## config.mk

```make
export PLATFORM = sky130hd
export DESIGN_NAME = humidity_sensor_frame_decoder_core
export DESIGN_NICKNAME = d
export VERILOG_FILES = /design/src/sv/hsfd_pkg.sv /design/src/sv/hsfd_fifo.sv /design/src/sv/hsfd_front.sv /design/src/sv/hsfd_back.sv /design/src/sv/humidity_sensor_frame_decoder_core.sv
export SDC_FILE = /design/constraint.sdc
export NUM_CORES = 1
export LEC_CHECK = 0
export ABC_AREA = 0
export BUFFER_PORTS_ARGS = -buffer_cell sky130_fd_sc_hd__buf_2
export CAP_MARGIN = 10
export CORE_ASPECT_RATIO = 1.2
export CORE_MARGIN = 2
export CORE_UTILIZATION = 60
export DETAILED_ROUTE_END_ITERATION = 8
export PLACE_DENSITY = 0.77
export SYNTH_ARGS = -nofsm -noshare
export SYNTH_HDL_FRONTEND = slang
export SYNTH_SLANG_ARGS = --single-unit
```

## constraint.sdc

```tcl
create_clock -name clock -period 18.6 [get_ports clock]
set_input_delay 2.79 -clock clock [delete_from_list [all_inputs] [get_ports clock]]
set_output_delay 2.79 -clock clock [all_outputs]
set_load 0.005 [all_outputs]
```

## src/sv/hsfd_pkg.sv

```systemverilog
package hsfd_pkg;

   // Depth of the job queue between front and back
   localparam int unsigned FIFO_DEPTH = 4;

   // Field widths
   localparam int unsigned BYTE_W   = 8;
   localparam int unsigned RAW_W    = 16;
   localparam int unsigned TEMP_W   = 15;
   localparam int unsigned HUM_W    = 14;
   localparam int unsigned STATUS_W = 2;
   localparam int unsigned TDATA_W  = 32;
   localparam int unsigned TPROD_W  = 31;
   localparam int unsigned HPROD_W  = 30;

   // CRC-8, polynomial 0x31, no reflection, no final xor
   localparam logic [BYTE_W-1:0] CRC_INIT = 8'hFF;
   localparam logic [BYTE_W-1:0] CRC_POLY = 8'h31;

   // Conversion constants (hundredths of a unit)
   localparam logic [TEMP_W-1:0] TEMP_SPAN   = 15'd17500;
   localparam logic [TEMP_W-1:0] TEMP_OFFSET = 15'd4500;
   localparam logic signed [TEMP_W-1:0] TEMP_MIN = -15'sd4500;
   localparam logic signed [TEMP_W-1:0] TEMP_MAX = 15'sd13000;
   localparam logic [HUM_W-1:0]  HUM_SPAN    = 14'd12500;
   localparam logic [HUM_W-1:0]  HUM_OFFSET  = 14'd600;
   localparam logic [HUM_W-1:0]  HUM_MAX     = 14'd10000;
   localparam logic [HUM_W-1:0]  HUM_CLIP_HI = 14'd10600;

   // Result status codes
   typedef enum logic [STATUS_W-1:0] {
      STATUS_OK       = 2'd0,
      STATUS_TEMP_CRC = 2'd1,
      STATUS_HUM_CRC  = 2'd2,
      STATUS_SHORT    = 2'd3
   } status_type;

   // Position of the next byte in the response frame
   typedef enum logic [2:0] {
      POS_TEMP_HI  = 3'd0,
      POS_TEMP_LO  = 3'd1,
      POS_TEMP_CRC = 3'd2,
      POS_HUM_HI   = 3'd3,
      POS_HUM_LO   = 3'd4,
      POS_HUM_CRC  = 3'd5
   } byte_pos_type;

   // One classified frame handed from front to back
   typedef struct packed {
      status_type             status;
      logic [RAW_W-1:0]       temp_raw;
      logic [RAW_W-1:0]       hum_raw;
   } job_type;

   // One byte step of the CRC, unrolled over eight bits
   function automatic logic [BYTE_W-1:0] crc8_byte(input logic [BYTE_W-1:0] crc,
                                                   input logic [BYTE_W-1:0] data);
      logic [BYTE_W-1:0] c;
      c = crc ^ data;
      for (int k = 0; k < BYTE_W; k++) begin
         if (c[BYTE_W-1]) begin
            c = {c[BYTE_W-2:0], 1'b0} ^ CRC_POLY;
         end else begin
            c = {c[BYTE_W-2:0], 1'b0};
         end
      end
      return c;
   endfunction

   // floor(x / 65535) for x below 2^31: (x + (x >> 16) + 1) >> 16
   function automatic logic [RAW_W-1:0] div65535(input logic [31:0] x);
      logic [31:0] sum;
      sum = x + {16'd0, x[31:16]} + 32'd1;
      return sum[31:16];
   endfunction

endpackage

```

## src/sv/hsfd_fifo.sv

```systemverilog
module hsfd_fifo #(
   parameter int unsigned DEPTH = hsfd_pkg::FIFO_DEPTH
) (
   input  logic               clock,
   input  logic               reset,
   input  logic               push_valid,
   input  hsfd_pkg::job_type  push_job,
   output logic               full,
   input  logic               pop_ready,
   output logic               pop_valid,
   output hsfd_pkg::job_type  pop_job
);

   localparam int unsigned PTR_W = (DEPTH > 1) ? $clog2(DEPTH) : 1;
   localparam int unsigned CNT_W = $clog2(DEPTH + 1);

   hsfd_pkg::job_type  mem_ff [DEPTH];
   logic [PTR_W-1:0]   wr_ptr_ff, wr_ptr_in;
   logic [PTR_W-1:0]   rd_ptr_ff, rd_ptr_in;
   logic [CNT_W-1:0]   count_ff,  count_in;
   logic               push_fire, pop_fire;

   assign full      = (count_ff == CNT_W'(DEPTH));
   assign pop_valid = (count_ff != '0);
   assign pop_job   = mem_ff[rd_ptr_ff];
   assign push_fire = push_valid && !full;
   assign pop_fire  = pop_ready && pop_valid;

   // Pointer and occupancy update
   always_comb begin
      wr_ptr_in = wr_ptr_ff;
      rd_ptr_in = rd_ptr_ff;
      count_in  = count_ff;
      if (push_fire) begin
         wr_ptr_in = (wr_ptr_ff == PTR_W'(DEPTH - 1)) ? '0 : wr_ptr_ff + PTR_W'(1);
      end
      if (pop_fire) begin
         rd_ptr_in = (rd_ptr_ff == PTR_W'(DEPTH - 1)) ? '0 : rd_ptr_ff + PTR_W'(1);
      end
      case ({push_fire, pop_fire})
         2'b10:   count_in = count_ff + CNT_W'(1);
         2'b01:   count_in = count_ff - CNT_W'(1);
         default: count_in = count_ff;
      endcase
   end

   always_ff @(posedge clock) begin
      if (reset) begin
         wr_ptr_ff <= '0;
         rd_ptr_ff <= '0;
         count_ff  <= '0;
      end else begin
         wr_ptr_ff <= wr_ptr_in;
         rd_ptr_ff <= rd_ptr_in;
         count_ff  <= count_in;
      end
   end

   // Entry storage
   always_ff @(posedge clock) begin
      if (push_fire) begin
         mem_ff[wr_ptr_ff] <= push_job;
      end
   end

endmodule

```

## src/sv/hsfd_front.sv

```systemverilog
module hsfd_front (
   input  logic                           clock,
   input  logic                           reset,
   input  logic                           req_tvalid,
   output logic                           req_tready,
   input  logic [hsfd_pkg::BYTE_W-1:0]    req_tdata,
   input  logic                           req_tuser,
   input  logic                           fifo_full,
   output logic                           push_valid,
   output hsfd_pkg::job_type              push_job
);

   hsfd_pkg::byte_pos_type              pos_ff, pos_in, pos_eff;
   logic [hsfd_pkg::BYTE_W-1:0]         crc_ff, crc_in;
   logic [hsfd_pkg::RAW_W-1:0]          temp_raw_ff, temp_raw_in;
   logic [hsfd_pkg::RAW_W-1:0]          hum_raw_ff, hum_raw_in;
   logic                                temp_ok_ff, temp_ok_in;
   logic                                accept;

   // Each byte yields at most one job, so a free queue slot is enough
   assign req_tready = !fifo_full;
   assign accept     = req_tvalid && req_tready;

   // Frame tracking, CRC and job classification
   always_comb begin
      pos_in      = pos_ff;
      crc_in      = crc_ff;
      temp_raw_in = temp_raw_ff;
      hum_raw_in  = hum_raw_ff;
      temp_ok_in  = temp_ok_ff;
      push_valid  = 1'b0;
      push_job    = '{status: hsfd_pkg::STATUS_SHORT, temp_raw: temp_raw_ff,
                      hum_raw: hum_raw_ff};

      case (pos_ff)
         hsfd_pkg::POS_TEMP_HI,
         hsfd_pkg::POS_TEMP_LO,
         hsfd_pkg::POS_TEMP_CRC,
         hsfd_pkg::POS_HUM_HI,
         hsfd_pkg::POS_HUM_LO,
         hsfd_pkg::POS_HUM_CRC: pos_eff = pos_ff;
         default:               pos_eff = hsfd_pkg::POS_TEMP_HI;
      endcase

      if (accept) begin
         // early frame start: report the partial frame, restart at byte 0
         if (req_tuser && (pos_eff != hsfd_pkg::POS_TEMP_HI)) begin
            push_valid      = 1'b1;
            push_job.status = hsfd_pkg::STATUS_SHORT;
            pos_eff         = hsfd_pkg::POS_TEMP_HI;
         end

         case (pos_eff)
            hsfd_pkg::POS_TEMP_HI: begin
               crc_in      = hsfd_pkg::crc8_byte(hsfd_pkg::CRC_INIT, req_tdata);
               temp_raw_in = {req_tdata, 8'd0};
               pos_in      = hsfd_pkg::POS_TEMP_LO;
            end
            hsfd_pkg::POS_TEMP_LO: begin
               crc_in      = hsfd_pkg::crc8_byte(crc_ff, req_tdata);
               temp_raw_in = {temp_raw_ff[15:8], req_tdata};
               pos_in      = hsfd_pkg::POS_TEMP_CRC;
            end
            hsfd_pkg::POS_TEMP_CRC: begin
               temp_ok_in = (crc_ff == req_tdata);
               crc_in     = hsfd_pkg::CRC_INIT;
               pos_in     = hsfd_pkg::POS_HUM_HI;
            end
            hsfd_pkg::POS_HUM_HI: begin
               crc_in     = hsfd_pkg::crc8_byte(crc_ff, req_tdata);
               hum_raw_in = {req_tdata, hum_raw_ff[7:0]};
               pos_in     = hsfd_pkg::POS_HUM_LO;
            end
            hsfd_pkg::POS_HUM_LO: begin
               crc_in     = hsfd_pkg::crc8_byte(crc_ff, req_tdata);
               hum_raw_in = {hum_raw_ff[15:8], req_tdata};
               pos_in     = hsfd_pkg::POS_HUM_CRC;
            end
            default: begin
               // humidity CRC byte closes the frame
               push_valid = 1'b1;
               if (!temp_ok_ff) begin
                  push_job.status = hsfd_pkg::STATUS_TEMP_CRC;
               end else if (crc_ff != req_tdata) begin
                  push_job.status = hsfd_pkg::STATUS_HUM_CRC;
               end else begin
                  push_job.status = hsfd_pkg::STATUS_OK;
               end
               crc_in = hsfd_pkg::CRC_INIT;
               pos_in = hsfd_pkg::POS_TEMP_HI;
            end
         endcase
      end
   end

   always_ff @(posedge clock) begin
      if (reset) begin
         pos_ff     <= hsfd_pkg::POS_TEMP_HI;
         crc_ff     <= hsfd_pkg::CRC_INIT;
         temp_ok_ff <= 1'b0;
      end else begin
         pos_ff     <= pos_in;
         crc_ff     <= crc_in;
         temp_ok_ff <= temp_ok_in;
      end
   end

   // Held data bytes
   always_ff @(posedge clock) begin
      temp_raw_ff <= temp_raw_in;
      hum_raw_ff  <= hum_raw_in;
   end

endmodule

```

## src/sv/hsfd_back.sv

```systemverilog
module hsfd_back (
   input  logic                              clock,
   input  logic                              reset,
   input  logic                              pop_valid,
   input  hsfd_pkg::job_type                 pop_job,
   output logic                              pop_ready,
   output logic                              rsp_tvalid,
   input  logic                              rsp_tready,
   output logic [hsfd_pkg::TDATA_W-1:0]      rsp_tdata,
   output logic [hsfd_pkg::STATUS_W-1:0]     rsp_tuser
);

   localparam int unsigned PAD_W = hsfd_pkg::TDATA_W - hsfd_pkg::TEMP_W - hsfd_pkg::HUM_W;

   // Stage 1: scaling products
   logic                              s1_valid_ff, s1_valid_in;
   hsfd_pkg::status_type              s1_status_ff;
   logic [hsfd_pkg::TPROD_W-1:0]      s1_temp_prod_ff, s1_temp_prod_in;
   logic [hsfd_pkg::HPROD_W-1:0]      s1_hum_prod_ff, s1_hum_prod_in;

   // Stage 2: output register
   logic                              out_valid_ff, out_valid_in;
   hsfd_pkg::status_type              out_status_ff;
   logic [hsfd_pkg::TEMP_W-1:0]       out_temp_ff, out_temp_in;
   logic [hsfd_pkg::HUM_W-1:0]        out_hum_ff, out_hum_in;

   logic                              adv_out, adv_s1;
   logic [hsfd_pkg::RAW_W-1:0]        temp_q, hum_q;

   assign adv_out   = !out_valid_ff || rsp_tready;
   assign adv_s1    = !s1_valid_ff || adv_out;
   assign pop_ready = adv_s1;

   // Multiply by the span; divide comes in the next stage
   assign s1_valid_in     = adv_s1 ? pop_valid : s1_valid_ff;
   assign s1_temp_prod_in = hsfd_pkg::TPROD_W'(pop_job.temp_raw)
                            * hsfd_pkg::TPROD_W'(hsfd_pkg::TEMP_SPAN);
   assign s1_hum_prod_in  = hsfd_pkg::HPROD_W'(pop_job.hum_raw)
                            * hsfd_pkg::HPROD_W'(hsfd_pkg::HUM_SPAN);

   // Divide by 65535, offset, clamp humidity, zero fields on a bad frame
   always_comb begin
      temp_q       = hsfd_pkg::div65535(32'(s1_temp_prod_ff));
      hum_q        = hsfd_pkg::div65535(32'(s1_hum_prod_ff));
      out_valid_in = adv_out ? s1_valid_ff : out_valid_ff;
      out_temp_in  = hsfd_pkg::TEMP_W'(temp_q) - hsfd_pkg::TEMP_OFFSET;
      if (hum_q < hsfd_pkg::RAW_W'(hsfd_pkg::HUM_OFFSET)) begin
         out_hum_in = '0;
      end else if (hum_q > hsfd_pkg::RAW_W'(hsfd_pkg::HUM_CLIP_HI)) begin
         out_hum_in = hsfd_pkg::HUM_MAX;
      end else begin
         out_hum_in = hsfd_pkg::HUM_W'(hum_q - hsfd_pkg::RAW_W'(hsfd_pkg::HUM_OFFSET));
      end
      if (s1_status_ff != hsfd_pkg::STATUS_OK) begin
         out_temp_in = '0;
         out_hum_in  = '0;
      end
   end

   always_ff @(posedge clock) begin
      if (reset) begin
         s1_valid_ff  <= 1'b0;
         out_valid_ff <= 1'b0;
      end else begin
         s1_valid_ff  <= s1_valid_in;
         out_valid_ff <= out_valid_in;
      end
   end

   // Payload registers
   always_ff @(posedge clock) begin
      if (adv_s1 && pop_valid) begin
         s1_status_ff    <= pop_job.status;
         s1_temp_prod_ff <= s1_temp_prod_in;
         s1_hum_prod_ff  <= s1_hum_prod_in;
      end
      if (adv_out && s1_valid_ff) begin
         out_status_ff <= s1_status_ff;
         out_temp_ff   <= out_temp_in;
         out_hum_ff    <= out_hum_in;
      end
   end

   assign rsp_tvalid = out_valid_ff;
   assign rsp_tdata  = {{PAD_W{1'b0}}, out_hum_ff, out_temp_ff};
   assign rsp_tuser  = out_status_ff;

endmodule

```

## src/sv/humidity_sensor_frame_decoder_core.sv

```systemverilog
// Temperature and humidity sensor response frame decoder.
// req channel: one response byte per transaction in wire order (temperature
//   high, low, CRC, humidity high, low, CRC); req_tuser marks a frame start.
// rsp channel: one transaction per frame with status in rsp_tuser and the
//   converted readings in rsp_tdata; fields are zero unless status is ok.
// A frame start in the middle of a frame yields a short-frame transaction
//   and the byte opens a new frame.
// Throughput: one byte per cycle while the queue is not full. The front
//   tracks position and CRC and pushes a job into a FIFO_DEPTH-entry queue.
// Path: the result of a frame passes the queue, the multiply stage and the
//   divide/clamp output register before it shows on rsp.
// Stall: while rsp_tready is low the back holds its result and the queue
//   fills; req_tready drops only when the queue is full.
// Reset: synchronous, active high; clears frame position, CRC, queue and
//   pipeline valids, so the next byte is taken as the first of a frame.
module humidity_sensor_frame_decoder_core #(
   parameter int unsigned FIFO_DEPTH = hsfd_pkg::FIFO_DEPTH
) (
   input  logic                              clock,
   input  logic                              reset,
   input  logic                              req_tvalid,
   output logic                              req_tready,
   input  logic [hsfd_pkg::BYTE_W-1:0]       req_tdata,   // [7:0] rx_byte
   input  logic                              req_tuser,   // [0] frame_start
   output logic                              rsp_tvalid,
   input  logic                              rsp_tready,
   // [14:0] temperature_centideg, [28:15] humidity_centipct, [31:29] zero
   output logic [hsfd_pkg::TDATA_W-1:0]      rsp_tdata,
   output logic [hsfd_pkg::STATUS_W-1:0]     rsp_tuser    // [1:0] status
);

   logic               push_valid, fifo_full, pop_valid, pop_ready;
   hsfd_pkg::job_type  push_job, pop_job;

   // Byte intake and frame classification
   hsfd_front u_front (
      .clock      (clock),
      .reset      (reset),
      .req_tvalid (req_tvalid),
      .req_tready (req_tready),
      .req_tdata  (req_tdata),
      .req_tuser  (req_tuser),
      .fifo_full  (fifo_full),
      .push_valid (push_valid),
      .push_job   (push_job)
   );

   // Job queue between front and back
   hsfd_fifo #(
      .DEPTH (FIFO_DEPTH)
   ) u_fifo (
      .clock      (clock),
      .reset      (reset),
      .push_valid (push_valid),
      .push_job   (push_job),
      .full       (fifo_full),
      .pop_ready  (pop_ready),
      .pop_valid  (pop_valid),
      .pop_job    (pop_job)
   );

   // Unit conversion and result register
   hsfd_back u_back (
      .clock      (clock),
      .reset      (reset),
      .pop_valid  (pop_valid),
      .pop_job    (pop_job),
      .pop_ready  (pop_ready),
      .rsp_tvalid (rsp_tvalid),
      .rsp_tready (rsp_tready),
      .rsp_tdata  (rsp_tdata),
      .rsp_tuser  (rsp_tuser)
   );

endmodule

```

; ---- Word-level counts from Yosys, hierarchy flattened
; Memories as Yosys holds them, arrays and structs flattened. A register that Yosys moved wholly into a read port is not among the register bits.
; Index checks and enable logic that the tools add are counted.
[op_classes]
addsub = 10
mul = 2
n_div = 0
magnitude_cmp = 2
eq_ne = 16
n_shift = 0
muxes = 108
bitwise = 35
n_reduce_logical = 26
[op_table]
columns = cell, count
row1 = 8-bit two-way mux, 56
row2 = 6-bit two-way mux, 30
row3 = 3-bit inverter, 30
row4 = 16-bit case mux with 2 select lines, 2
row5 = "31-bit by 1-bit adder with 32-bit output, second input constant", 1
row6 = 8-bit case mux with 4 select lines, 1
row7 = 30-bit by 14-bit adder with 31-bit output, 1
row8 = "31-bit by 1-bit adder with 31-bit output, second input constant", 1
row9 = 31-bit by 15-bit adder with 31-bit output, 1
row10 = "16-bit by 13-bit multiplier with 29-bit output, second input constant", 1
row11 = "16-bit by 12-bit multiplier with 28-bit output, second input constant", 1
row12 = "16-bit by 14-bit > comparator with 1-bit output, second input constant", 1
row13 = "16-bit by 10-bit < comparator with 1-bit output, second input constant", 1
row14 = 2-bit two-way mux, 8
row15 = 3-bit case mux with 5 select lines, 1
row16 = "15-bit by 13-bit subtractor with 15-bit output, second input constant", 1
row17 = 14-bit two-way mux, 1
row18 = "14-bit by 10-bit subtractor with 14-bit output, second input constant", 1
row19 = "3-bit by 2-bit equality test with 1-bit output, second input constant", 4
row20 = "3-bit equality test, second input constant", 4
row21 = 3-bit two-way mux, 3
row22 = 3-bit AND reduction, 3
row23 = 8-bit equality test, 1
row24 = 8-bit != test, 1
row25 = 22 further kinds, 44
[word_totals]
ff_bits = 143
latch_bits = 0
ramBits = 136
romBits = 0
input_bits = 13
out_inout_bits = 36
word_cells = 219
memories = 1
[mem_list]
columns = memory, words, word_bits, rd, rd_ports_with_merged_regs, write_ports, line_no
row1 = u_fifo.mem_ff, 4, 34, 1, 1, 1, hsfd_fifo.sv:17  ; hsfd_pkg::job_type mem_ff [DEPTH];

; ---- Depth between registers and ports, before layout
; Gate-level depths: netlist of run 1.
[depth]
word_depth = 37
depth_mapped = 22
depth_no_buf = 20

; ---- Hierarchy
; Synthesis of run 1 repeated with hierarchy kept, for this count alone.
[hier_totals]
cells_unflattened = 1544
area_unflattened_um2 = 18918.1
[modules_own_cells]
columns = module, n_inst, cells_per_inst, area_per_inst_um2, seq_area_each_um2
row1 = hsfd_back, 1, 1104, 11185.7, 2742.6
row2 = hsfd_fifo, 1, 232, 5395.2, 4264.1
row3 = hsfd_front, 1, 208, 2337.2, 1201.2

; ---- Least setup slack after synthesis of run 1
; Ideal clock, no wire load.
[synth_path]
kind = input port to flip-flop
startpoint = input port rsp_tready
endpoint = register u_fifo.count_ff[2]
setup_ps = 70
arrival_time_ps = 7479
t_required_ps = 18530
setup_slack_ps = 11051
cell_stages = 8
n_path_buf = 0
path_cell_list = nor2b_1 > a21oi_1 > ha_1 > inv_1 > fa_1 > xor2_1 > or3_1 > a21oi_1
[synth_via]
elab_chain_len = 5
elab_cells_between_ends = 7
classes_between = eq/ne: 2 / mux: 1 / reduce/logical: 4
[synth_lines]
columns = element, line_no
row1 = start: declaration, humidity_sensor_frame_decoder_core.sv:26  ; input logic rsp_tready,
row2 = 1-bit logical OR *, hsfd_back.sv:30  ; assign adv_out = !out_valid_ff || rsp_tready;
row3 = 1-bit logical OR *, hsfd_back.sv:31  ; assign adv_s1 = !s1_valid_ff || adv_out;
row4 = 1-bit logical AND *, hsfd_fifo.sv:27  ; assign pop_fire = pop_ready && pop_valid;
row5 = named net u_fifo.pop_fire, hsfd_fifo.sv:21  ; logic push_fire, pop_fire;
row6 = 2-bit by 1-bit equality test with 1-bit output / 2-bit equality test (equally long branches), hsfd_fifo.sv:40  ; case ({push_fire, pop_fire})
row7 = 3-bit case mux with 2 select lines / 2-bit nonzero test (equally long branches), --
row8 = end signal: assignment, hsfd_fifo.sv:55  ; count_ff <= count_in;
row9 = end: declaration, hsfd_fifo.sv:20  ; logic [CNT_W-1:0] count_ff, count_in;
; Mark *: on every way through the listed nets, which the timed path passes. The rest lies on a longest branch.
; A chain may end at the register's enable or synchronous reset.

==> flow_metrics.py, run 1 <==
metrics = {
    "floorplanning": {
        "die_w_um": 166,
        "die_h_um": 198,
        "ios": 49,
        "dieArea_mm2": 0.0328,
        "rows": 71,
        "start_util_pct": 60.5,
        "core-area_mm2": 0.0311,
    },
    "timing": {
        "min_period_ns": 6.47,
        "worst_slew_pin_slew_ns": 0.779,
        "setup_tns_ns": 0,
        "slew_viol_final": 0,
        "relSlewSlack_pct": 48.1,
        "fin_skew_ns": 0.0110,
        "setup_slack_ns": 12.13,
        "rsz0062_at_grt": "no",
        "setup_viol": 0,
        "hold_viol": 0,
        "timing.fmax_ghz": 0.155,
        "fin_crit_sh_pct": 34.8,
    },
    "run_status": {
        "status": "complete, no violations",
    },
    "yosys": {
        "synthArstFlopShare_pct": 0,
        "ys_seq_area_share_pct": 43.6,
        "syn-mean-instance-area_um2": 12.3,
        "synth_ff_type": "edfxtp_1",
        "synth_edf_count": 258,
        "synth-seq-cells": 281,
        "synth_area_mm2": 0.0188,
        "synth_largest_area_cell": "edfxtp_1",
        "synthDistinctLibCells": 81,
        "synthTopCellsByCount": "edfxtp_1 (258), ha_1 (243), inv_1 (224)",
        "netlist_top_cells_area": "edfxtp_1 (41%), ha_1 (16%), fa_1 (8.7%)",
        "yosys.cell_count.top_type": "edfxtp_1",
        "syn_inst": 1527,
        "synth_top_area_share_pct": 41.2,
        "ys.warnings.count": 0,
    },
    "clocking": {
        "cts_setup_buffers": 0,
        "cts_resized": 0,
        "clockBufferDepth": 3,
        "cts.sinks": 281,
        "hold_buffers": 0,
        "clk_pin_slew_ns": 0.06,
        "cts_inserted_buffers": 27,
        "clock_latency_ns": 0.53,
        "cts-htree-levels": 1,
        "cts-root-buf": "clkbuf_16",
        "tritoncts": "yes",
    },
    "worst_setup_path": {
        "critical_path_class": "reg2reg",
        "crit_arrival_ns": 6.75,
        "cp-end-kind": "flip-flop",
        "cp-start-kind": "flip-flop",
        "cp_max_fo": 34,
        "cpMaxStageDelayCell": "mux4_2",
        "path_cells": "buf_4 -> mux4_2 -> ha_1 -> fa_1 -> ha_1 -> ha_1 -> fa_1 -> fa_1 -> a211oi_1 -> o21ai_1 -> a21oi_1 -> o21ai_0 -> or4_1 -> a31oi_1 -> o21ai_0 -> a21o_1 -> a21o_1",
        "required_ns": 18.89,
        "ff2ff_path_depth": 17,
        "cpPeakStageDelay_ns": 0.69,
    },
    "hold_path": {
        "whs_path_depth": 0,
        "hold_class": "reg2reg",
    },
    "placed_design": {
        "place.gp.congestion": 0.885,
        "post-place-cells": 1946,
        "preCtsSetupSlack_ns": 12.13,
        "dpl.hpwl_mm": 26.6,
        "placement.io_buffers": 45,
    },
    "detailed_routing": {
        "wl_per_cell_um": 17.6,
        "met3RoutedLength_mm": 1.19,
        "drtIter0Drc": 672,
        "firstDrtPassIters": 5,
        "highest_layer": "met5",
        "wl_met2_mm": 18.0,
        "drc": 0,
        "num_vias": 11300,
        "via_per_inst": 5.67,
        "wirelength_mm": 35.1,
        "met1_length_mm": 14.8,
        "ant_nets": 0,
    },
    "grt": {
        "grt_pass1_vias": 11800,
        "grt_max_degree": 63,
        "grt_usage_pct": 22.0,
        "grt_pass1_wl_mm": 58.8,
        "antenna_found_initial": 1,
        "gr-total-overflow": 0,
    },
    "layout": {
        "diodes": 0,
        "drive_gt1_share_pct": 10.8,
        "syn_to_final_growth_pct": 8.54,
        "final_cells": 1994,
        "utilization_pct": 65.7,
        "nets": 1912,
    },
    "job": {
        "drv_cap": 0,
    },
}
[stage by stage]
| stage | hold WS [ns] | area (um^2) |
|---|---|---|
| global placement | 0.450 | 19400 |
| global route | 0.489 | 20400 |
| finish | 0.472 | 20400 |
| detailed placement | 0.458 | 19400 |
| floorplan | 0.442 | 18800 |
| CTS | 0.473 | 20400 |
[worst max-delay path, delay by kind of cell, from the launching register on]
family	cells	cell delay, ns
multiplexers	1	0.69
AND/OR/NAND/NOR	1	0.42
AO/OA/AOI/OAI	8	1.77
flip-flops	1	0.31
adder cells (fa/ha/maj)	6	2.45
buffers and inverters	1	0.54
[worst paths after layout]
| check | from | endpoint | slack, ns |
|---|---|---|---|
| max | flip-flop | u_back.s1_temp_prod_ff[30] | 12.13 |
| min | u_back.s1_status_ff[0] | u_back.rsp_tuser[0] | 0.47 |
| max reg2reg | flip-flop | u_back.s1_temp_prod_ff[30] | 12.13 |
| min reg2reg | u_back.s1_status_ff[0] | u_back.rsp_tuser[0] | 0.47 |
[cell usage in the layout (no fill, tap or decap), types with 6 or more instances in the layout]
cell,n
nand4_1,11
o21ai_0,31
a211o_1,13
o21a_1,17
nand3_1,17
mux4_2,34
nor2b_1,28
a221oi_1,6
buf_2,45
nor3_1,13
nor2_1,74
xor2_1,39
clkbuf_16,27
a21o_1,16
buf_4,11
xnor2_1,77
clkinv_2,7
nand2_1,47
dfxtp_1,22
inv_1,224
o211ai_1,6
or3_1,6
o21bai_1,7
bufinv_16,7
a31oi_1,6
and3_1,8
edfxtp_1,258
a21oi_1,82
ha_1,243
and2_1,25
nand2b_1,6
fa_1,82
[state kept, by name, summed over array words and instances, names as in the netlist, 3 cells and up, named ones only]
signal / flops
u_back.out_hum_ff: 14
u_front.hum_raw_ff: 16
u_fifo.count_ff: 3
u_back.s1_temp_prod_ff: 29
u_front.crc_ff: 8
u_fifo.mem_ff: 136
u_front.temp_raw_ff: 16
u_front.pos_ff: 3
u_back.s1_hum_prod_ff: 28
u_back.out_temp_ff: 15
[cell families after synthesis]
logic type | share of synthesized area [%]
xor gates and xnor gates | 5.40
muxes | 4.29
and+or+nand+nor | 6.94
adders and majority gates | 24.9
DFF | 43.6
buffers and inverters | 5.57
other | 0.0199
AOI/OAI and AO/OA | 9.23
[final cells by class]
cell class | count | area [um^2]
fill | 2308 | 10700
multi-input combinational | 984 | 9590
sequential | 281 | 8210
inverter | 224 | 841
clock buffer | 32 | 714
tap | 401 | 502
timing repair buffer | 56 | 308
clock inverter | 16 | 262
[metal layers]
metal | up-vias | track usage (%)
met4 | 2 | 6.96
li1 | 5514 | -
met2 | 223 | 40.3
met1 | 5499 | 27.5
met5 | - | 0
met3 | 76 | 2.24
Power of run 1 is left out: the tool's default activity adds up to more than one toggle a clock period on the data nets, which glitch-free logic cannot reach.
==> run 2, diff against run 1 <==
==> constraint.sdc (replaced) <==
create_clock -name clock -period 6.04 [get_ports clock]
set_input_delay 0.906 -clock clock [delete_from_list [all_inputs] [get_ports clock]]
set_output_delay 0.906 -clock clock [all_outputs]
set_load 0.005 [all_outputs]
==> flow_metrics.py, run 2 (synthesis gave the netlist of run 1 again) <==
metrics = {
    "clocking": {
        "clock_latency_ns": 0.54,
        "hold_buffers": 0,
        "cts-root-buf": "clkbuf_16",
        "clk_pin_slew_ns": 0.06,
        "tritoncts": "yes",
        "cts.sinks": 281,
        "cts_inserted_buffers": 27,
        "cts-htree-levels": 1,
        "clockBufferDepth": 3,
    },
    "layout": {
        "top_register": "u_fifo.mem_ff",
        "utilization_pct": 66.4,
        "syn_to_final_growth_pct": 9.69,
        "nets": 1941,
        "layout_commonest_cell": "edfxtp_1",
        "diodes": 0,
        "drive_gt1_share_pct": 12.6,
        "reg.largest.list": "u_fifo.mem_ff: 136 flops, u_back.s1_temp_prod_ff: 29 flops, u_back.s1_hum_prod_ff: 28 flops",
        "final_cell_mix": "edfxtp_1 (258), ha_1 (242), inv_1 (224)",
        "largest_register_ffs": 136,
    },
    "floorplanning": {
        "start_util_pct": 60.5,
        "rows": 71,
        "dieArea_mm2": 0.0328,
        "die_h_um": 198,
        "ios": 49,
        "die_w_um": 166,
        "core-area_mm2": 0.0311,
    },
    "placed_design": {
        "place.gp.congestion": 0.875,
        "placement.io_buffers": 45,
        "dpl.hpwl_mm": 26.4,
    },
    "worst_setup_path": {
        "required_ns": 6.32,
        "critical_path_class": "reg2reg",
        "worstReg2RegEnd": "u_back.s1_temp_prod_ff[30]",
        "crit_arrival_ns": 6.16,
        "cp_max_fo": 13,
        "cp-start-kind": "flip-flop",
        "ff2ff_setup_slack_ns": 0.17,
        "cp-end-kind": "flip-flop",
        "ff2ff_path_depth": 19,
    },
    "grt": {
        "grt_pass1_wl_mm": 58.8,
        "grt_usage_pct": 21.9,
        "gr-total-overflow": 0,
        "antenna_found_initial": 0,
        "grt_max_degree": 63,
        "grt_pass1_vias": 11900,
    },
    "hold_path": {
        "whs_path_depth": 0,
        "hold_class": "reg2reg",
        "worstHoldStart": "u_back.s1_status_ff[1]",
        "min_delay_worst_endpoint": "u_back.rsp_tuser[1]",
    },
    "timing": {
        "relSlewSlack_pct": 48.0,
        "fin_skew_ns": 0.0143,
        "setup_viol": 0,
        "fin_crit_sh_pct": 97.3,
        "slew_viol_final": 0,
        "worst_slew_pin_slew_ns": 0.780,
        "fin_hold_ws_ns": 0.468,
        "timing.fmax_ghz": 0.170,
        "min_period_ns": 5.87,
        "hold_viol": 0,
    },
    "detailed_routing": {
        "via_per_inst": 5.66,
        "wl_per_cell_um": 17.6,
        "drc": 0,
        "drtIter0Drc": 658,
        "wirelength_mm": 35.5,
        "firstDrtPassIters": 6,
        "num_vias": 11500,
        "ant_nets": 0,
    },
    "run_status": {
        "status": "complete, no violations",
    },
    "job": {
        "drv_cap": 0,
    },
}
[run 2: cell types whose count changed in the layout (fill, tap and decap cells not counted), moves of 3 or more]
| cell | change |
|---|---|
| clkbuf_1 | +3 |
| bufinv_16 | -3 |
| o21ai_1 | +5 |
| buf_12 | +3 |
| o21ai_0 | -5 |
| a21oi_2 | +4 |
| a21oi_1 | -4 |
| buf_4 | +26 |
[run 2: critical path, cell delays in order, from the launching register on]
cell and delay (ns):
dfxtp_2 0.39, buf_12 0.18, mux4_2 0.60, ha_1 0.35, fa_1 0.46, ha_1 0.32
fa_1 0.51, inv_1 0.06, fa_1 0.52, inv_1 0.04, ha_1 0.24, nor4_1 0.29
o21ai_1 0.20, a21oi_2 0.20, o21ai_1 0.10, or4_1 0.42, a31oi_2 0.23, o21ai_1 0.13
a21o_1 0.20, a21o_1 0.18
[run 2: cell type report]
cell class,instances,area [um^2]
clock buffer,35,726
clock inverter,14,171
inverter,224,841
sequential,281,8210
fill,2200,10500
tap,401,502
multi-input combinational,984,9630
timing repair buffer,85,563
[run 2: metal layers]
metal / up-vias / global-route usage [%] / wire length (um)
met5: - / 0 / 0
met4: 0 / 6.57 / 961
met3: 73 / 2.10 / 1310
met2: 256 / 41.1 / 18300
met1: 5549 / 26.9 / 14900
li1: 5580 / - / -
[run 2: what timing repair did]
| action | in CTS | in global routing |
|---|---|---|
| buffers inserted | 0 | 19 |
| gates resized for setup | 0 | 14 |
| endpoints found under the hold margin | 0 | 0 |
| setup endpoints to repair | 0 | 10 |
[run 2: worst max path at each step]
stage / start / to / slack (ns) / depth (start not counted)
detailed placement: flip-flop / u_back.s1_temp_prod_ff[30] / 0.05 / 19
global placement: flip-flop / u_back.s1_hum_prod_ff[28] / 0.19 / 19
floorplan: flip-flop / u_back.s1_temp_prod_ff[30] / -0.03 / 22
global route: flip-flop / u_back.s1_hum_prod_ff[29] / -0.04 / 21
CTS: flip-flop / u_back.s1_temp_prod_ff[30] / 0.01 / 21
finish: flip-flop / u_back.s1_temp_prod_ff[30] / 0.17 / 19
[run 2: metrics by stage]
step,setup WS [ns],instances,TNS [ns],instance area (um^2)
floorplan,-0.0345,1529,-0.0345,18800
global placement,0.194,1956,0,19600
detailed placement,0.0493,1956,0,19600
CTS,0.00963,2005,0,20500
global route,-0.0412,2024,-0.0452,20600
finish,0.166,2024,0,20600
Power of run 2 is left out for the same reason.
